File: config.mk
export PLATFORM = sky130hd
export DESIGN_NAME = ntp_reply_check_and_clock_unit
export DESIGN_NICKNAME = d
export VERILOG_FILES = /design/src/hdl/ntprc_pkg.sv /design/src/hdl/ntprc_in_stage.sv /design/src/hdl/ntprc_core.sv /design/src/hdl/ntp_reply_check_and_clock_unit.sv
export VERILOG_INCLUDE_DIRS = /design/src /design/src/hdl
export SDC_FILE = /design/constraint.sdc
export NUM_CORES = 1
export LEC_CHECK = 0
export BUFFER_PORTS_ARGS = -buffer_cell sky130_fd_sc_hd__buf_2
export CAP_MARGIN = 10
export CORE_ASPECT_RATIO = 0.75
export CORE_UTILIZATION = 55
export CTS_BUF_LIST = sky130_fd_sc_hd__clkbuf_16
export CTS_CLUSTER_DIAMETER = 120
export DETAILED_ROUTE_END_ITERATION = 10
export GPL_ROUTABILITY_DRIVEN = 0
export PLACE_DENSITY = 0.72
export SLEW_MARGIN = 20
export SYNTH_ARGS = -nofsm -noshare
export SYNTH_HDL_FRONTEND = slang
export SYNTH_SLANG_ARGS = --single-unit
File: constraint.sdc
create_clock -name clk -period 7.8 [get_ports clk]
set_input_delay 1.56 -clock clk [delete_from_list [all_inputs] [get_ports clk]]
set_output_delay 1.56 -clock clk [all_outputs]
set_load 0.05 [all_outputs]
File: src/hdl/ntp_reply_check_and_clock_unit_macros.svh
// ----------------------------------------------------------------------------
// NTP reply check and clock unit - assertion macros
// Concurrent assertion wrappers; empty when SYNTH is defined.
// ----------------------------------------------------------------------------
`ifndef NTP_REPLY_CHECK_AND_CLOCK_UNIT_MACROS_SVH
`define NTP_REPLY_CHECK_AND_CLOCK_UNIT_MACROS_SVH

`ifndef SYNTH
`define NTPRC_ASSERT(name, clk, rst_n, prop) \
    name: assert property (@(posedge clk) disable iff (!rst_n) prop) \
        else $error("assertion failed");
`define NTPRC_ASSERT_NEVER(name, clk, rst_n, cond) \
    name: assert property (@(posedge clk) disable iff (!rst_n) !(cond)) \
        else $error("forbidden condition seen");
`else
`define NTPRC_ASSERT(name, clk, rst_n, prop)
`define NTPRC_ASSERT_NEVER(name, clk, rst_n, cond)
`endif

`endif

File: src/hdl/ntprc_pkg.sv
// ----------------------------------------------------------------------------
// ntprc_pkg
// Shared types and constants for the NTP reply check and clock unit.
// ----------------------------------------------------------------------------
package ntprc_pkg;

    localparam int unsigned TZ_W   = 18;
    localparam int unsigned POS_W  = 6;
    localparam int unsigned MS_W   = 10;
    localparam int unsigned OUT_W  = 136;

    localparam logic [31:0]      NTP_UNIX_OFFSET = 32'd2208988800;
    localparam logic [POS_W-1:0] MIN_REPLY_LEN   = 6'd48;
    localparam logic [POS_W-1:0] TX_SEC_POS      = 6'd40;
    localparam logic [POS_W-1:0] TX_FRAC_POS     = 6'd44;
    localparam logic [POS_W-1:0] POS_LIMIT       = 6'd63;
    localparam logic [POS_W-1:0] POS_HEADER      = 6'd0;
    localparam logic [POS_W-1:0] POS_STRATUM     = 6'd1;
    localparam logic [MS_W-1:0]  MS_PER_SEC      = 10'd1000;
    localparam logic [MS_W-1:0]  MS_LAST         = 10'd999;

    localparam logic [2:0] MODE_SERVER    = 3'd4;
    localparam logic [2:0] MODE_BROADCAST = 3'd5;
    localparam logic [1:0] LI_ALARM       = 2'd3;

    localparam logic ACT_BYTE = 1'b0;
    localparam logic ACT_TICK = 1'b1;

    typedef enum logic [2:0] {
        ST_OK           = 3'd0,
        ST_SHORT        = 3'd1,
        ST_BAD_MODE     = 3'd2,
        ST_UNSYNC       = 3'd3,
        ST_STRATUM_ZERO = 3'd4,
        ST_ZERO_SECONDS = 3'd5
    } status_t;

    typedef struct packed {
        logic       action;
        logic [7:0] data_byte;
        logic       end_of_packet;
    } item_t;

    typedef struct packed {
        logic [31:0] stamp_fraction;
        logic [31:0] stamp_seconds;
        logic [31:0] local_seconds;
        logic [31:0] unix_seconds;
        logic        is_synced;
        status_t     reply_status;
        logic        reply_done;
    } result_t;

endpackage

File: src/hdl/ntprc_in_stage.sv
// ----------------------------------------------------------------------------
// ntprc_in_stage
// Input register: holds one item until the core takes it.
// ----------------------------------------------------------------------------
module ntprc_in_stage
(
    input  logic            clk,
    input  logic            rst_n,
    input  logic            in_valid,
    output logic            in_ready,
    input  ntprc_pkg::item_t in_item,
    output logic            item_valid,
    output ntprc_pkg::item_t item,
    input  logic            item_take
);

    logic             valid_reg;
    logic             valid_next;
    ntprc_pkg::item_t item_reg;
    logic             load;

    assign in_ready   = !valid_reg || item_take;
    assign load       = in_valid && in_ready;
    assign valid_next = load ? 1'b1 : (item_take ? 1'b0 : valid_reg);

    always_ff @(posedge clk or negedge rst_n)
    begin
        if (!rst_n)
        begin
            valid_reg <= 1'b0;
        end
        else
        begin
            valid_reg <= valid_next;
        end
    end

    always_ff @(posedge clk)
    begin
        if (load)
        begin
            item_reg <= in_item;
        end
    end

    assign item_valid = valid_reg;
    assign item       = item_reg;

endmodule

File: src/hdl/ntprc_core.sv
// ----------------------------------------------------------------------------
// ntprc_core
// Reply parsing, checks, held time, running clock and result register.
// ----------------------------------------------------------------------------
`include "ntp_reply_check_and_clock_unit_macros.svh"

module ntprc_core
(
    input  logic                           clk,
    input  logic                           rst_n,
    input  logic                           cfg_wr_en,
    input  logic [ntprc_pkg::TZ_W-1:0]     cfg_wr_data,
    input  logic                           item_valid,
    input  ntprc_pkg::item_t               item,
    output logic                           item_take,
    output logic                           res_valid,
    output ntprc_pkg::result_t             res,
    input  logic                           res_ready
);

    logic [ntprc_pkg::TZ_W-1:0]  tz_reg;
    logic [ntprc_pkg::POS_W-1:0] pos_reg,   pos_next;
    logic [7:0]                  hdr_reg,   hdr_next;
    logic [7:0]                  strat_reg, strat_next;
    logic [31:0]                 psec_reg,  psec_next;
    logic [31:0]                 pfrac_reg, pfrac_next;
    logic                        sync_reg,  sync_next;
    logic [31:0]                 hsec_reg,  hsec_next;
    logic [31:0]                 hfrac_reg, hfrac_next;
    logic                        base_ok_reg, base_ok_next;
    logic [31:0]                 unix_cur_reg, unix_cur_next;
    logic [ntprc_pkg::MS_W-1:0]  ms_reg,    ms_next;
    logic                        out_valid_reg, out_valid_next;
    ntprc_pkg::result_t          out_reg,   out_next;

    logic [ntprc_pkg::POS_W-1:0] pos_a;
    logic [7:0]                  hdr_a;
    logic [7:0]                  strat_a;
    logic [31:0]                 psec_a;
    logic [31:0]                 pfrac_a;
    ntprc_pkg::status_t          status;
    logic                        done;
    logic [31:0]                 unix_val;
    logic [31:0]                 tz_ext;

    assign item_take      = item_valid && (!out_valid_reg || res_ready);
    assign out_valid_next = item_take ? 1'b1 : (res_ready ? 1'b0 : out_valid_reg);
    assign tz_ext = {{(32 - ntprc_pkg::TZ_W){tz_reg[ntprc_pkg::TZ_W-1]}}, tz_reg};

    // byte capture as seen after this item
    always_comb
    begin
        hdr_a   = hdr_reg;
        strat_a = strat_reg;
        psec_a  = psec_reg;
        pfrac_a = pfrac_reg;
        pos_a   = pos_reg;
        if (pos_reg == ntprc_pkg::POS_HEADER)
        begin
            hdr_a = item.data_byte;
        end
        else if (pos_reg == ntprc_pkg::POS_STRATUM)
        begin
            strat_a = item.data_byte;
        end
        else if (pos_reg >= ntprc_pkg::TX_SEC_POS && pos_reg < ntprc_pkg::TX_FRAC_POS)
        begin
            psec_a = {psec_reg[23:0], item.data_byte};
        end
        else if (pos_reg >= ntprc_pkg::TX_FRAC_POS && pos_reg < ntprc_pkg::MIN_REPLY_LEN)
        begin
            pfrac_a = {pfrac_reg[23:0], item.data_byte};
        end
        if (pos_reg < ntprc_pkg::POS_LIMIT)
        begin
            pos_a = pos_reg + 1'b1;
        end
    end

    always_comb
    begin
        if (pos_a < ntprc_pkg::MIN_REPLY_LEN)
        begin
            status = ntprc_pkg::ST_SHORT;
        end
        else if (!(hdr_a[2:0] inside {ntprc_pkg::MODE_SERVER, ntprc_pkg::MODE_BROADCAST}))
        begin
            status = ntprc_pkg::ST_BAD_MODE;
        end
        else if (hdr_a[7:6] == ntprc_pkg::LI_ALARM)
        begin
            status = ntprc_pkg::ST_UNSYNC;
        end
        else if (strat_a == 8'd0)
        begin
            status = ntprc_pkg::ST_STRATUM_ZERO;
        end
        else if (psec_a == 32'd0)
        begin
            status = ntprc_pkg::ST_ZERO_SECONDS;
        end
        else
        begin
            status = ntprc_pkg::ST_OK;
        end
    end

    always_comb
    begin
        pos_next      = pos_reg;
        hdr_next      = hdr_reg;
        strat_next    = strat_reg;
        psec_next     = psec_reg;
        pfrac_next    = pfrac_reg;
        sync_next     = sync_reg;
        hsec_next     = hsec_reg;
        hfrac_next    = hfrac_reg;
        base_ok_next  = base_ok_reg;
        unix_cur_next = unix_cur_reg;
        ms_next       = ms_reg;
        done          = 1'b0;
        out_next      = out_reg;
        if (item.action == ntprc_pkg::ACT_TICK)
        begin
            if (ms_reg >= ntprc_pkg::MS_LAST)
            begin
                ms_next       = '0;
                unix_cur_next = unix_cur_reg + 32'd1;
            end
            else
            begin
                ms_next = ms_reg + 1'b1;
            end
        end
        else if (item.end_of_packet)
        begin
            done       = 1'b1;
            pos_next   = '0;
            hdr_next   = '0;
            strat_next = '0;
            psec_next  = '0;
            pfrac_next = '0;
            if (status == ntprc_pkg::ST_OK)
            begin
                sync_next     = 1'b1;
                hsec_next     = psec_a;
                hfrac_next    = pfrac_a;
                base_ok_next  = psec_a >= ntprc_pkg::NTP_UNIX_OFFSET;
                unix_cur_next = psec_a - ntprc_pkg::NTP_UNIX_OFFSET;
                ms_next       = '0;
            end
        end
        else
        begin
            pos_next   = pos_a;
            hdr_next   = hdr_a;
            strat_next = strat_a;
            psec_next  = psec_a;
            pfrac_next = pfrac_a;
        end

        unix_val = (sync_next && base_ok_next) ? unix_cur_next : 32'd0;

        out_next.reply_done     = done;
        out_next.reply_status   = done ? status : ntprc_pkg::ST_OK;
        out_next.is_synced      = sync_next;
        out_next.unix_seconds   = unix_val;
        out_next.local_seconds  = (unix_val == 32'd0) ? 32'd0 : unix_val + tz_ext;
        out_next.stamp_seconds  = hsec_next;
        out_next.stamp_fraction = hfrac_next;
    end

    always_ff @(posedge clk or negedge rst_n)
    begin
        if (!rst_n)
        begin
            tz_reg        <= '0;
            pos_reg       <= '0;
            hdr_reg       <= '0;
            strat_reg     <= '0;
            psec_reg      <= '0;
            pfrac_reg     <= '0;
            sync_reg      <= 1'b0;
            hsec_reg      <= '0;
            hfrac_reg     <= '0;
            base_ok_reg   <= 1'b0;
            unix_cur_reg  <= '0;
            ms_reg        <= '0;
            out_valid_reg <= 1'b0;
        end
        else
        begin
            if (cfg_wr_en)
            begin
                tz_reg <= cfg_wr_data;
            end
            if (item_take)
            begin
                pos_reg      <= pos_next;
                hdr_reg      <= hdr_next;
                strat_reg    <= strat_next;
                psec_reg     <= psec_next;
                pfrac_reg    <= pfrac_next;
                sync_reg     <= sync_next;
                hsec_reg     <= hsec_next;
                hfrac_reg    <= hfrac_next;
                base_ok_reg  <= base_ok_next;
                unix_cur_reg <= unix_cur_next;
                ms_reg       <= ms_next;
            end
            out_valid_reg <= out_valid_next;
        end
    end

    always_ff @(posedge clk)
    begin
        if (item_take)
        begin
            out_reg <= out_next;
        end
    end

    assign res_valid = out_valid_reg;
    assign res       = out_reg;

    `NTPRC_ASSERT_NEVER(a_ms_range, clk, rst_n, ms_reg >= ntprc_pkg::MS_PER_SEC)
    `NTPRC_ASSERT(a_sync_sticky, clk, rst_n, sync_reg |=> sync_reg)
    `NTPRC_ASSERT_NEVER(a_local_zero, clk, rst_n, out_valid_reg && out_reg.unix_seconds == 32'd0 && out_reg.local_seconds != 32'd0)
    `NTPRC_ASSERT_NEVER(a_status_idle, clk, rst_n, out_valid_reg && !out_reg.reply_done && out_reg.reply_status != ntprc_pkg::ST_OK)

endmodule

File: src/hdl/ntp_reply_check_and_clock_unit.sv
// ----------------------------------------------------------------------------
// ntp_reply_check_and_clock_unit
// Checks NTP reply payloads byte by byte and keeps a running Unix clock.
//
// Channel   Dir  Handshake                 Content
// s_axis    in   s_axis_tvalid/tready      tdata: data_byte; tlast: end_of_packet;
//                                          tuser: action (1 = ms tick)
// m_axis    out  m_axis_tvalid/tready      tdata: one result item
// cfg       in   cfg_wr_en                 cfg_wr_data: timezone_offset
//
// One item per cycle sustained while m_axis_tready does not stall the result.
// Each item passes the input register and the result register; every item
// gives exactly one result item.
// Reset (rst_n, asynchronous) clears the held time, the clock and the offset.
// A stalled result holds one item; the input register takes one more.
// ----------------------------------------------------------------------------
module ntp_reply_check_and_clock_unit
(
    input  logic                        clk,
    input  logic                        rst_n,
    input  logic                        s_axis_tvalid,
    output logic                        s_axis_tready,
    input  logic [7:0]                  s_axis_tdata,   // [7:0] data_byte
    input  logic                        s_axis_tlast,
    input  logic [0:0]                  s_axis_tuser,   // [0] action
    output logic                        m_axis_tvalid,
    input  logic                        m_axis_tready,
    // [0] reply_done, [3:1] reply_status, [4] is_synced, [36:5] unix_seconds,
    // [68:37] local_seconds, [100:69] stamp_seconds, [132:101] stamp_fraction,
    // [135:133] zero
    output logic [ntprc_pkg::OUT_W-1:0] m_axis_tdata,
    input  logic                        cfg_wr_en,
    input  logic [ntprc_pkg::TZ_W-1:0]  cfg_wr_data
);

    ntprc_pkg::item_t   in_item;
    ntprc_pkg::item_t   item;
    logic               item_valid;
    logic               item_take;
    ntprc_pkg::result_t res;

    assign in_item.action        = s_axis_tuser[0];
    assign in_item.data_byte     = s_axis_tdata;
    assign in_item.end_of_packet = s_axis_tlast;

    ntprc_in_stage u_in_stage
    (
        .clk        (clk),
        .rst_n      (rst_n),
        .in_valid   (s_axis_tvalid),
        .in_ready   (s_axis_tready),
        .in_item    (in_item),
        .item_valid (item_valid),
        .item       (item),
        .item_take  (item_take)
    );

    ntprc_core u_core
    (
        .clk         (clk),
        .rst_n       (rst_n),
        .cfg_wr_en   (cfg_wr_en),
        .cfg_wr_data (cfg_wr_data),
        .item_valid  (item_valid),
        .item        (item),
        .item_take   (item_take),
        .res_valid   (m_axis_tvalid),
        .res         (res),
        .res_ready   (m_axis_tready)
    );

    assign m_axis_tdata = {3'b000,
                           res.stamp_fraction,
                           res.stamp_seconds,
                           res.local_seconds,
                           res.unix_seconds,
                           res.is_synced,
                           res.reply_status,
                           res.reply_done};

endmodule
Word-level counts from Yosys, hierarchy flattened

Index checks and enable logic that the tools add are counted.

Add/sub/neg operators: 5
$lt $le $gt $ge: 8
Equality and inequality tests: 4
Mux-type cells: 48
Bitwise operators: 1
Reductions and logical operators: 21

Operators by type and width:

| kind                   | count |
|---|---|
| $mux 32                | 20 |
| $logic_not 32->1       | 2 |
| $mux 10                | 4 |
| $mux 8                 | 5 |
| $add 32x1->32 const B  | 1 |
| $add 32x32->32         | 1 |
| $ge 32x32->1 const B   | 1 |
| $sub 32x32->32 const B | 1 |
| $lt 6x6->1 const B     | 4 |
| $mux 3                 | 5 |
| $ge 6x6->1 const B     | 2 |
| $mux 1                 | 12 |
| $mux 6                 | 2 |
| $add 10x1->10 const B  | 1 |
| $ge 10x10->1 const B   | 1 |
| $reduce_bool 2->1      | 5 |
| $logic_not 8->1        | 1 |
| $add 6x1->6 const B    | 1 |
| $eq 3x3->1 const B     | 2 |
| $eq 6x1->1 const B     | 1 |
| $logic_not 6->1        | 1 |
| $logic_and 1x1->1      | 5 |
| $logic_not 3->1        | 1 |
| $reduce_and 3->1       | 1 |
| other kinds (5)        | 7 |

Register bits: 354
Input bits: 33
Output and inout bits: 138

Logic depth before layout (Yosys ltp)

Gate-level depths: netlist (run 1).

Depth in word-level cells: 18
Mapped depth: 28

Modules after synthesis

A second synthesis (run 1) with hierarchy kept.

Cells, all modules: 1934
Area total of the unflattened synthesis: 18750.5 um^2

By module, submodules not included:

| module                         | times used | cells each | area an instance (um^2) |
|---|---|---|---|
| ntprc_core                     | 1          | 1916       | 18370.1 |
| ntprc_in_stage                 | 1          | 14         | 354.1 |
| ntp_reply_check_and_clock_unit | 1          | 4          | 26.3 |

Worst setup path after synthesis (run 1)

No wires, ideal clock.

Path kind: input port to flip-flop
Start point: in m_axis_tready
End point: reg u_core.unix_cur_reg[13]
Data arrival time: 6.228 ns
Data required time: 7.475 ns
Path slack: 1.247 ns
Cell stages on the path: 6
Cells stage by stage: nand2b_1 -> nand2_1 -> inv_1 -> clkbuf_1 -> buf_1 -> a21oi_1

Cells in the longest elaborated chain, start to end: 2

RTL lines:

| element              | line                                 | RTL |
|---|---|---|
| start, declared      | ntp_reply_check_and_clock_unit.sv:27 | `input logic m_axis_tready,` |
| $logic_or 1x1->1     | ntprc_core.sv:46                     | `assign item_take = item_valid && (!out_valid_reg \|\| res_ready);` |
| $logic_and 1x1->1    | ntprc_core.sv:46                     |  |
| via item_take        | ntp_reply_check_and_clock_unit.sv:39 | `logic item_take;` |
| end signal, assigned | ntprc_core.sv:208                    | `unix_cur_reg <= unix_cur_next;` |
| end, declared        | ntprc_core.sv:31                     | `logic [31:0] unix_cur_reg, unix_cur_next;` |

The timed path passes the listed nets, and every way through them passes these cells.
A chain may end at the register's enable or synchronous reset.

==> impl_metrics.tcl, run 1 <==
set metrics [dict create \
    io_pins 171 \
    final.period_utilization_pct 84.7 \
    netlist_area_um2 18600 \
    rows 57 \
    grt-ovfl-total 0 \
    worst-slew-pin-transition_ps 1130 \
    worst_path_most_repeated_cell "sky130_fd_sc_hd__a21oi_1" \
    htree_num_levels 2 \
    die-width_um 214 \
    clock_power_share_pct 37.2 \
    finalHoldViolCount 0 \
    drc_errors 0 \
    timing_worst_setup_path_type "flip-flop to flip-flop" \
    min_path_type "flip-flop to flip-flop" \
    path_clk_slew_ps 60 \
    reg2reg_slack_ps 1200 \
    effective_utilization_at_floorplan_pct 56.7 \
    power_frac_seq_pct 49.7 \
    clk_root_buffer_cell "sky130_fd_sc_hd__clkbuf_16" \
    timing.critical_path.to_type "flip-flop" \
    die-area_um2 34600 \
    ir_drop_mv 0.170 \
    hold_buffers 0 \
    numPortBuffers 167 \
    synth_top_area_share_pct 28.2 \
    initial_antenna_violation_count 1 \
    synth_edf_count 143 \
    switching_share_pct 27.9 \
    r2r_cells 19 \
    cp_top_family "compound AO/OA/AOI/OAI gates" \
    fp.coreArea_um2 32800 \
    grt_start_max_net_pins 131 \
    synth-seq-area-share_pct 51.3 \
    final.min_clock_period_ps 6600 \
    static-leakage-power_nw 9.02 \
    firstDrtPassIters 6 \
    timing.hold.ws_ps 480 \
    synth_warnings 0 \
    netlist_instances 1863 \
    routed_wire_length_per_instance_um 20.1 \
    dieHeight_um 161 \
    achievable-frequency_mhz 151 \
    cts_sinks 353 \
    fin_nets 2027 \
    hold-path-cell-count 2 \
    met2_usage_pct 40.2 \
    net_switching_power_figure_w 0.00120 \
    rsz0062_at_grt "no" \
    cts-buffers-inserted 36 \
    asyncSetResetFlopFracSynth_pct 59.5 \
    detailroute.via_count 15200 \
    largest_reg_flops 133 \
    first_iter_violations 1661 \
    maxCapViolations 0 \
    r2r_end "u_core.res[66]" \
    p_total_w 0.00429 \
    fin_tns_setup_ps 0 \
    fin_ws_ps 1200 \
    placedCellCount 2360 \
    detailedPlace.worstSlack_ps 1390 \
    timing.critical_path.cells "nand4bb_4, buf_4, nand4_1, a221o_1, o211ai_4, o21a_2, buf_4, nor2_1, ha_1, a21oi_1, o21ai_0, a21oi_1, o22ai_1, o21ai_0, a311oi_1, a211oi_1, a21oi_1, xnor2_1, nor3_1" \
    area_delta_synth_final_pct 11.2 \
    final_max_slew_viol_count 0 \
    ant_cells 0 \
    worstPathMaxFanout 53 \
    largest_cells_by_area_after_synthesis "sky130_fd_sc_hd__dfrtp_1, sky130_fd_sc_hd__edfxtp_1, sky130_fd_sc_hd__o21ai_0, sky130_fd_sc_hd__nand2_1, sky130_fd_sc_hd__mux2i_1" \
    synth_cell_type_count 80 \
    slowest_delay_ps 660 \
    internal_power_summed_over_all_cells_w 0.00309 \
    critPathBufInv 2 \
    global_route.peak_usage_layer "met1" \
    tritoncts "yes" \
    clock_tree.buffer_depth 3 \
    slew_headroom_pct 24.0 \
    synth_ff_type "sky130_fd_sc_hd__dfrtp_1" \
    vias_per_cell 6.28 \
    route.antenna.remaining_nets 0 \
    worst-endpoint-arrival_ps 6840 \
    synth_seq_cells 353 \
    power.share.combinational_pct 13.1 \
    finalSetupViolCount 0 \
    min_to "u_core.hsec_reg[8]" \
    worstSkewPairLatency_ps 520 \
    fin_worst_skew_ps 11.0 \
    detail_route.wirelength_um 48800 \
    grtUsageMet1_pct 43.2 \
    final_layout_size_suffix_gt1_share_pct 14.2 \
    gr-usage-all-layers_pct 28.1 \
    status "completed" \
    timing.critical_path.from_type "flip-flop" \
    r2r_start "u_core.pos_reg[2]" \
    launch_instance_of_the_worst_min_delay_path "u_core.hsec_reg[8]" \
    dp_hpwl_um 33500 \
    buffer_count_from_post_cts_setup_fixing 0 \
    cp_slowest_cell "sky130_fd_sc_hd__a311oi_1" \
    post-synth-top-area-cell "sky130_fd_sc_hd__dfrtp_1" \
    filler_cell_count 2727 \
    finalNonFillerCells 2424 \
    critPathRequiredTime_ps 8040 \
    post_synth.cell_area_avg_um2 9.99 \
    grtUsageMet3_pct 6.27 \
    grt_pass1_wl_um 78000 \
    power_density_nw_per_um2 207 \
    number_of_global_route_vias_before_repair 14200 \
    post_cts.resized_instances 0 \
]
[cell usage in the layout (no fill, tap or decap), drive strengths merged, types with 11 or more instances in the layout]
cell type,Yosys,final
nand2,262,262
o21ai,241,241
dfrtp,210,210
buf,38,186
edfxtp,143,143
nor2,108,108
mux2i,70,70
nor3,69,69
a21oi,61,61
nand3,39,39
clkbuf,96,38
ha,37,37
a22oi,36,36
xnor2,33,33
inv,20,33
a22o,31,31
xor2,30,30
and3,28,28
nor4,27,27
mux2,25,25
a211oi,17,17
nand4,17,17
o21a,16,16
a31oi,13,13
nand2b,12,12
and2,12,12
a21o,11,11
o211ai,11,11
clkinv,0,11
[worst max-delay path by stage]
stage                 startpoint                       to  slack (ps)  cells past startpoint
6_report       u_core.pos_reg[2]           u_core.res[66]        1200                     19
5_1_grt        u_core.pos_reg[2]           u_core.res[65]         790                     19
4_1_cts        u_core.pos_reg[2]           u_core.res[66]        1360                     19
3_5_place_dp   u_core.pos_reg[2]           u_core.res[66]        1390                     19
3_3_place_gp   u_core.pos_reg[2]           u_core.res[66]        1690                     19
2_1_floorplan      m_axis_tready  u_core.unix_cur_reg[13]        1250                      6
[cell families after synthesis]
logic type      Yosys count  share of synthesized area (%)
compound gates          530                           18.2
xor+xnor                 63                           2.96
fa+ha+maj                38                           2.59
buf+inv                 154                           3.53
flops                   353                           51.3
mux                      95                           5.28
other cells               1                         0.0201
simple gates            629                           16.1
[worst min-delay path, cell delays in order, from the launching register on]
cell,delay (ps)
sky130_fd_sc_hd__dfrtp_1,340
sky130_fd_sc_hd__nand2_1,40
sky130_fd_sc_hd__o21ai_0,60
[synthesized netlist by cell type, drive strengths merged (37+ instances only)]
master / number
nand3: 39
edfxtp: 143
o21ai: 241
clkbuf: 96
mux2i: 70
nor2: 108
nand2: 262
a21oi: 61
ha: 37
nor3: 69
buf: 38
dfrtp: 210
[final cells by class]
class | instances | area (um^2) | area share (%)
flip-flops and latches | 353 | 9550 | 46.1
inverters | 20 | 80.1 | 0.387
clock inverters | 27 | 141 | 0.683
clock buffers | 37 | 926 | 4.47
repair buffers | 187 | 1000 | 4.84
multi-input cells | 1358 | 8450 | 40.8
well taps | 442 | 553 | 2.67
[through the flow]
| step | instance area, um^2 | utilization, % |
|---|---|---|
| detailed placement | 19600 | 59.8 |
| global placement | 19600 | 59.8 |
| finish | 20700 | 63.1 |
| global route | 20700 | 63.1 |
| floorplan | 18600 | - |
| CTS | 20700 | 63.1 |
[power groups by stage]
| stage | Clock (W) | Sequential (W) | Combinational (W) |
|---|---|---|---|
| final | 0.00160 | 0.00213 | 0.000561 |
| after detailed placement | 0 | 0.00216 | 0.000557 |
| after global routing | 0.00169 | 0.00214 | 0.000606 |
| after floorplan | 0 | 0.00229 | 0.000279 |
| after CTS | 0.00162 | 0.00213 | 0.000559 |
| after global placement | 0 | 0.00216 | 0.000546 |
[layer usage]
layer | routed length, um | share of wire [%]
met1 | 22300 | 46
met5 | 27 | 0.055
met2 | 21000 | 43
met4 | 979 | 2.0
met3 | 4520 | 9.3
Note: power is estimated with default switching activity, not from simulation.
==> run 2, diff against run 1 <==
--- a/config.mk
+++ b/config.mk
@@ -6,15 +6,16 @@
 export SDC_FILE = /design/constraint.sdc
 export NUM_CORES = 1
 export LEC_CHECK = 0
+export ABC_AREA = 1
 export BUFFER_PORTS_ARGS = -buffer_cell sky130_fd_sc_hd__buf_2
 export CAP_MARGIN = 10
 export CORE_ASPECT_RATIO = 0.75
-export CORE_UTILIZATION = 55
+export CORE_UTILIZATION = 54
 export CTS_BUF_LIST = sky130_fd_sc_hd__clkbuf_16
 export CTS_CLUSTER_DIAMETER = 120
 export DETAILED_ROUTE_END_ITERATION = 10
 export GPL_ROUTABILITY_DRIVEN = 0
-export PLACE_DENSITY = 0.72
+export PLACE_DENSITY = 0.73
 export SLEW_MARGIN = 20
 export SYNTH_ARGS = -nofsm -noshare
 export SYNTH_HDL_FRONTEND = slang
==> constraint.sdc (replaced) <==
create_clock -name clk -period 5.6 [get_ports clk]
set_input_delay 1.12 -clock clk [delete_from_list [all_inputs] [get_ports clk]]
set_output_delay 1.12 -clock clk [all_outputs]
set_load 0.05 [all_outputs]
==> run 2 against run 1 <==
Effect of this change: worst setup slack got worse by 960 ps; critical path depth rose by 5; synthesized cell count rose by 16%; non-clock buffer count rose by 68; sequential power rose by 67%; total power rose by 100%; first-iteration DRC count rose by 9.0%.
==> impl_metrics.tcl, run 2 <==
set metrics [dict create \
    asyncSetResetFlopFracSynth_pct 59.5 \
    achievable-frequency_mhz 186 \
    p_total_w 0.00880 \
    netlist_area_um2 18500 \
    critPathRequiredTime_ps 5890 \
    detailroute.via_count 16000 \
    reg2reg_slack_ps 240 \
    timing.critical_path.to_type "flip-flop" \
    largest_cells_by_area_after_synthesis "sky130_fd_sc_hd__dfrtp_1, sky130_fd_sc_hd__edfxtp_1, sky130_fd_sc_hd__nand2_1, sky130_fd_sc_hd__o21ai_0, sky130_fd_sc_hd__inv_1" \
    effective_utilization_at_floorplan_pct 55.0 \
    die-area_um2 35000 \
    static-leakage-power_nw 10.0 \
    number_of_global_route_vias_before_repair 14500 \
    synth_top_area_share_pct 28.4 \
    cts-buffers-inserted 36 \
    timing.hold.ws_ps 482 \
    placedCellCount 2756 \
    final_common_cell "sky130_fd_sc_hd__nand2_1" \
    synth_seq_cells 353 \
    finalHoldViolCount 0 \
    min_path_type "flip-flop to flip-flop" \
    synth_ff_type "sky130_fd_sc_hd__dfrtp_1" \
    synth_cell_type_count 54 \
    route.antenna.remaining_nets 0 \
    initial_antenna_violation_count 0 \
    final.period_utilization_pct 95.8 \
    detailedPlace.worstSlack_ps -121 \
    netlist_instances 2158 \
    post-synth-top-area-cell "sky130_fd_sc_hd__dfrtp_1" \
    most_repeated_cell_in_the_gate_level_netlist_after_synthesis "sky130_fd_sc_hd__nand2_1" \
    net_switching_power_figure_w 0.00341 \
    first_iter_violations 1811 \
    power_frac_seq_pct 40.4 \
    power_density_nw_per_um2 411 \
    worst-endpoint-arrival_ps 5650 \
    routed_wire_length_per_instance_um 17.1 \
    critPathBufInv 6 \
    dp_hpwl_um 33600 \
    clock_tree.buffer_depth 3 \
    worstSkewPairLatency_ps 540 \
    grt_start_max_net_pins 129 \
    dieHeight_um 162 \
    vias_per_cell 5.64 \
    tritoncts "yes" \
    post_synth.cell_area_avg_um2 8.57 \
    rsz0062_at_grt "yes" \
    most-common-layout-cells "sky130_fd_sc_hd__nand2_1, sky130_fd_sc_hd__inv_1, sky130_fd_sc_hd__o21ai_0, sky130_fd_sc_hd__dfrtp_1, sky130_fd_sc_hd__nor2_1" \
    clock_power_share_pct 26.4 \
    slew_headroom_pct 38.5 \
    synth-seq-area-share_pct 51.7 \
    timing.critical_path.cells "inv_2, nand4_4, buf_4, nand2_1, nand2_2, buf_4, ha_1, inv_1, nand3_1, buf_4, nor3_2, xor2_1, nand4_1, nand3_1, nor2_1, ha_1, nand2_1, nor4_2, nand3_1, o221ai_1, a31oi_1, xor2_1, inv_1, nor2_2" \
    timing.critical_path.from_type "flip-flop" \
    finalSetupViolCount 0 \
    status "completed" \
    cts_sinks 353 \
    worst-slew-pin-transition_ps 923 \
    area_delta_synth_final_pct 15.9 \
    cp_top_family "simple AND/OR/NAND/NOR gates" \
    largest_reg_flops 133 \
    finalNonFillerCells 2838 \
    metal1_wirelength_um 22700 \
    fin_nets 2431 \
    fin_ws_ps 236 \
    grt_pass1_wl_um 77200 \
    path_clk_slew_ps 60 \
    power.share.combinational_pct 33.2 \
    maxCapViolations 0 \
    route.met2.wl_um 20600 \
    internal_power_summed_over_all_cells_w 0.00539 \
    layout.cell_area.non_filler_um2 21400 \
    final.min_clock_period_ps 5360 \
    cp_slowest_cell "sky130_fd_sc_hd__dfrtp_2" \
    numPortBuffers 167 \
    htree_num_levels 2 \
    firstDrtPassIters 7 \
    synth_warnings 0 \
    synth_edf_count 143 \
    io_pins 171 \
    gr-usage-all-layers_pct 27.5 \
    die-width_um 216 \
    final_layout_size_suffix_gt1_share_pct 17.1 \
    clk_root_buffer_cell "sky130_fd_sc_hd__clkbuf_16" \
    rows 58 \
    highest_signal_layer_in_the_routed_design "met4" \
    fin_worst_skew_ps 16.3 \
    met3_wirelength_um 4480 \
    ant_cells 0 \
    grt-ovfl-total 0 \
    synthTopCellsByCount "sky130_fd_sc_hd__nand2_1, sky130_fd_sc_hd__o21ai_0, sky130_fd_sc_hd__inv_1" \
    ir_drop_mv 0.332 \
    worstPathMaxFanout 12 \
    drc_errors 0 \
    switching_share_pct 38.7 \
    final_max_slew_viol_count 0 \
    timing_worst_setup_path_type "flip-flop to flip-flop" \
    fp.coreArea_um2 33600 \
    postPlaceCellArea_um2 20100 \
    slowest_delay_ps 440 \
    detail_route.wirelength_um 48600 \
]
## run 2: cell types whose count changed after synthesis, moves of 21 or more
cell	delta
sky130_fd_sc_hd__nor3_1	-50
sky130_fd_sc_hd__nand4_1	+45
sky130_fd_sc_hd__a22oi_1	-35
sky130_fd_sc_hd__mux2i_1	-69
sky130_fd_sc_hd__nand3_1	+73
sky130_fd_sc_hd__o22ai_1	+64
sky130_fd_sc_hd__nor2_2	+21
sky130_fd_sc_hd__nand2_1	+235
sky130_fd_sc_hd__nor2_1	+78
sky130_fd_sc_hd__clkbuf_1	-36
sky130_fd_sc_hd__inv_1	+205
sky130_fd_sc_hd__and3_1	-26
sky130_fd_sc_hd__a22o_1	-31
## run 2: worst register-to-register path, cell delays in order (launching register included)
cell and delay, ps:
sky130_fd_sc_hd__dfrtp_2 440, sky130_fd_sc_hd__inv_2 130, sky130_fd_sc_hd__nand4_4 250, sky130_fd_sc_hd__buf_4 270
sky130_fd_sc_hd__nand2_1 70, sky130_fd_sc_hd__nand2_2 60, sky130_fd_sc_hd__buf_4 180, sky130_fd_sc_hd__ha_1 200
sky130_fd_sc_hd__inv_1 90, sky130_fd_sc_hd__nand3_1 200, sky130_fd_sc_hd__buf_4 230, sky130_fd_sc_hd__nor3_2 270
sky130_fd_sc_hd__xor2_1 310, sky130_fd_sc_hd__nand4_1 210, sky130_fd_sc_hd__nand3_1 200, sky130_fd_sc_hd__nor2_1 90
sky130_fd_sc_hd__ha_1 370, sky130_fd_sc_hd__nand2_1 120, sky130_fd_sc_hd__nor4_2 410, sky130_fd_sc_hd__nand3_1 160
sky130_fd_sc_hd__o221ai_1 420, sky130_fd_sc_hd__a31oi_1 170, sky130_fd_sc_hd__xor2_1 170, sky130_fd_sc_hd__inv_1 70
sky130_fd_sc_hd__nor2_2 40
## run 2: logic make-up after synthesis
kind of cell    count (synthesis)  synth area share (%)
flops                         353                  51.7
simple gates                  939                  22.1
mux                            18                  1.09
fa+ha+maj                      38                  2.61
buf+inv                       331                  7.51
xor+xnor                       52                  2.46
other cells                     1                0.0203
compound gates                426                  12.5
## run 2: timing repair
action                                  CTS  global route
pin swaps                                 1             5
setup buffers                             0            11
gates resized for setup                   2            44
endpoints found under the setup margin    5            18
hold buffers                              0             0
cloned                                    1             4
## run 2: final timing paths
kind,startpoint,end,depth (start not counted)
worst max register to register,u_core.pos_reg[4],u_core.res[65],24
worst min-delay path,u_core.hfrac_reg[17],u_core.hfrac_reg[17],2
worst min register to register,u_core.hfrac_reg[17],u_core.hfrac_reg[17],2
min in group asynchronous,rst_n,u_core.hfrac_reg[4],1
max in group asynchronous,rst_n,u_core.pos_reg[4],2
worst max-delay path,u_core.pos_reg[4],u_core.res[65],24
## run 2: area by class of cell
cell class                      instances  area, um^2
Fill cell                            2770       12200
Sequential cell                       353        9550
Multi-Input combinational cell       1481        7720
Timing Repair Buffer                  255        1580
Clock buffer                           38         951
Inverter                              233         880
Tap cell                              450         563
Clock inverter                         28         184
## run 2: power by group through the flow
stage,Sequential [W],Combinational [W],Clock (W)
5_1_grt,0.00361,0.00319,0.00245
6_report,0.00356,0.00292,0.00232
2_1_floorplan,0.00425,0.00148,0
3_3_place_gp,0.00359,0.00277,0
4_1_cts,0.00355,0.00285,0.00236
3_5_place_dp,0.00359,0.00284,0
## run 2: metrics by stage
| step | utilization, % | setup TNS, ps |
|---|---|---|
| floorplan | - | 0 |
| global route | 63.8 | -116 |
| CTS | 63.1 | 0 |
| finish | 63.8 | 0 |
| detailed placement | 59.7 | -268 |
| global placement | 59.7 | 0 |
## run 2: metal layers
layer	vias up	GRT usage (%)
met5	-	0
met4	0	6.48
met3	91	6.03
met2	647	39.2
met1	7582	42.4
li1	7677	-
==> run 3, diff against run 2 <==
--- a/config.mk
+++ b/config.mk
@@ -7,7 +7,7 @@
 export NUM_CORES = 1
 export LEC_CHECK = 0
 export ABC_AREA = 1
-export BUFFER_PORTS_ARGS = -buffer_cell sky130_fd_sc_hd__buf_2
+export BUFFER_PORTS_ARGS = -buffer_cell sky130_fd_sc_hd__buf_4
 export CAP_MARGIN = 10
 export CORE_ASPECT_RATIO = 0.75
 export CORE_UTILIZATION = 54
==> run 3 against run 2 <==
Effect of this change: die area unchanged; wire length about the same; via count down 0.10%; maximum frequency is 1.7% higher; worst hold slack better by 2.4 ps; total power rose by 0.14%; clock skew is 6.9 ps higher; design area up 1.6%; non-clock buffer count up 1; clock power decreased by 5%; critical path depth is 9 higher; largest power group unchanged.
==> impl_metrics.tcl, run 3 (synthesis gave the netlist of run 2 again) <==
set metrics [dict create \
    status "completed" \
    htree_num_levels 2 \
    fin_ws_ps 323 \
    worst-slew-pin-transition_ps 977 \
    worst_path_most_repeated_cell "sky130_fd_sc_hd__nand2_1" \
    fin_nets 2431 \
    clock_tree.buffer_depth 3 \
    timing.critical_path.to_type "flip-flop" \
    cts-buffers-inserted 37 \
    fp.coreArea_um2 33600 \
    largest_reg_flops 133 \
    dieHeight_um 162 \
    cp_slowest_cell "sky130_fd_sc_hd__fa_1" \
    min_path_type "flip-flop to flip-flop" \
    slowest_delay_ps 410 \
    final_max_slew_viol_count 0 \
    detail_route.wirelength_um 48500 \
    critPathRequiredTime_ps 6000 \
    dp_hpwl_um 33500 \
    routed_wire_length_per_instance_um 17.1 \
    r2r_end "u_core.res[61]" \
    gr-usage-all-layers_pct 27.3 \
    launch_instance_of_the_worst_min_delay_path "u_core.hfrac_reg[26]" \
    r2r_start "u_core.pos_reg[0]" \
    final.min_clock_period_ps 5280 \
    ant_cells 0 \
    tritoncts "yes" \
    reg2reg_slack_ps 320 \
    rows 58 \
    route.antenna.remaining_nets 0 \
    slew_headroom_pct 34.9 \
    highest_signal_layer_in_the_routed_design "met4" \
    path_clk_slew_ps 60 \
    hold-path-cell-count 2 \
    critPathBufInv 5 \
    area_delta_synth_final_pct 17.8 \
    initial_antenna_violation_count 0 \
    final.period_utilization_pct 94.2 \
    cp_top_family "compound AO/OA/AOI/OAI gates" \
    most-common-layout-cells "sky130_fd_sc_hd__nand2_1, sky130_fd_sc_hd__buf_4, sky130_fd_sc_hd__inv_1, sky130_fd_sc_hd__o21ai_0, sky130_fd_sc_hd__dfrtp_1" \
    first_iter_violations 1747 \
    die-width_um 216 \
    finalSetupViolCount 0 \
    numPortBuffers 167 \
    grt-ovfl-total 0 \
    fin_worst_skew_ps 23.3 \
    clk_root_buffer_cell "sky130_fd_sc_hd__clkbuf_16" \
    effective_utilization_at_floorplan_pct 55.0 \
    r2r_cells 33 \
    power_density_nw_per_um2 405 \
    worstPathMaxFanout 8 \
    hold_buffers 0 \
    met3_wirelength_um 4340 \
    grt_start_max_net_pins 114 \
    firstDrtPassIters 5 \
    timing.hold.ws_ps 484 \
    min_to "u_core.hfrac_reg[26]" \
    die-area_um2 35000 \
    drc_errors 0 \
    timing_worst_setup_path_type "flip-flop to flip-flop" \
    detailroute.via_count 16000 \
    detailedPlace.worstSlack_ps -186 \
    timing.critical_path.from_type "flip-flop" \
    io_pins 171 \
    ir_drop_mv 0.315 \
    static-leakage-power_nw 10.1 \
    finalHoldViolCount 0 \
    cts_sinks 353 \
    worstSkewPairLatency_ps 540 \
    fin_tns_setup_ps 0 \
    route.met2.wl_um 20900 \
    worst-endpoint-arrival_ps 5680 \
    maxCapViolations 0 \
    final_common_cell "sky130_fd_sc_hd__nand2_1" \
    achievable-frequency_mhz 189 \
    final_layout_size_suffix_gt1_share_pct 17.0 \
    vias_per_cell 5.63 \
    grt_pass1_wl_um 76800 \
    number_of_global_route_vias_before_repair 14700 \
    metal1_wirelength_um 22500 \
]
## run 3: cell count changes in the layout (fill, tap and decap cells not counted), moves of 3 or more
cell / before / now
sky130_fd_sc_hd__o21ai_2: 5 / 1
sky130_fd_sc_hd__clkinv_1: 9 / 12
sky130_fd_sc_hd__buf_4: 81 / 246
sky130_fd_sc_hd__o21ai_1: 14 / 17
sky130_fd_sc_hd__buf_2: 166 / 0
## run 3: through the flow
| step | cells | utilization [%] | total power, W | area, um^2 |
|---|---|---|---|---|
| 3_3_place_gp | 2754 | 60.8 | 0.00646 | 20400 |
| 3_5_place_dp | 2754 | 60.8 | 0.00653 | 20400 |
| 2_1_floorplan | 2160 | - | 0.00574 | 18500 |
| 4_1_cts | 2822 | 64.0 | 0.00876 | 21500 |
| 5_1_grt | 2838 | 64.8 | 0.00927 | 21800 |
| 6_report | 2838 | 64.8 | 0.00881 | 21800 |
## run 3: worst max-delay path by stage
stage / start / to / depth (start not counted)
2_1_floorplan: u_core.pos_reg[0] / u_core.res[61] / 32
3_3_place_gp: u_core.pos_reg[5] / u_core.res[61] / 31
3_5_place_dp: u_core.pos_reg[5] / u_core.res[61] / 31
4_1_cts: u_core.pos_reg[0] / u_core.res[61] / 32
5_1_grt: u_core.pos_reg[2] / u_core.res[68] / 31
6_report: u_core.pos_reg[0] / u_core.res[61] / 33
## run 3: layout make-up
| cell class | count | area, um^2 |
|---|---|---|
| timing repair buffer | 256 | 2010 |
| multi-input combinational | 1479 | 7710 |
| fill | 2810 | 11800 |
| sequential | 353 | 9550 |
| clock buffer | 37 | 926 |
| clock inverter | 30 | 138 |
| inverter | 233 | 880 |
| tap | 450 | 563 |
## run 3: power by group
| group | switching (W) | internal [W] | total, W |
|---|---|---|---|
| Combinational | 0.00212 | 0.000922 | 0.00304 |
| Clock | 0.00100 | 0.00120 | 0.00220 |
| Sequential | 0.000291 | 0.00327 | 0.00356 |
## run 3: routing by layer
metal,vias up,GRT usage [%]
met5,-,0
met4,0,6.45
met3,69,5.30
met2,654,39.7
met1,7582,41.9
li1,7676,-
## run 3: timing repair
item,CTS,global route
cloned,1,2
resized for setup,10,40
endpoints found under the setup margin,2,18
setup buffers,0,14
pin swaps,1,6
## run 3: tightest hold or removal path, stage by stage, from the launching register on
cell and delay, ps:
sky130_fd_sc_hd__dfrtp_1 340, sky130_fd_sc_hd__nand2_1 50, sky130_fd_sc_hd__o21ai_0 60
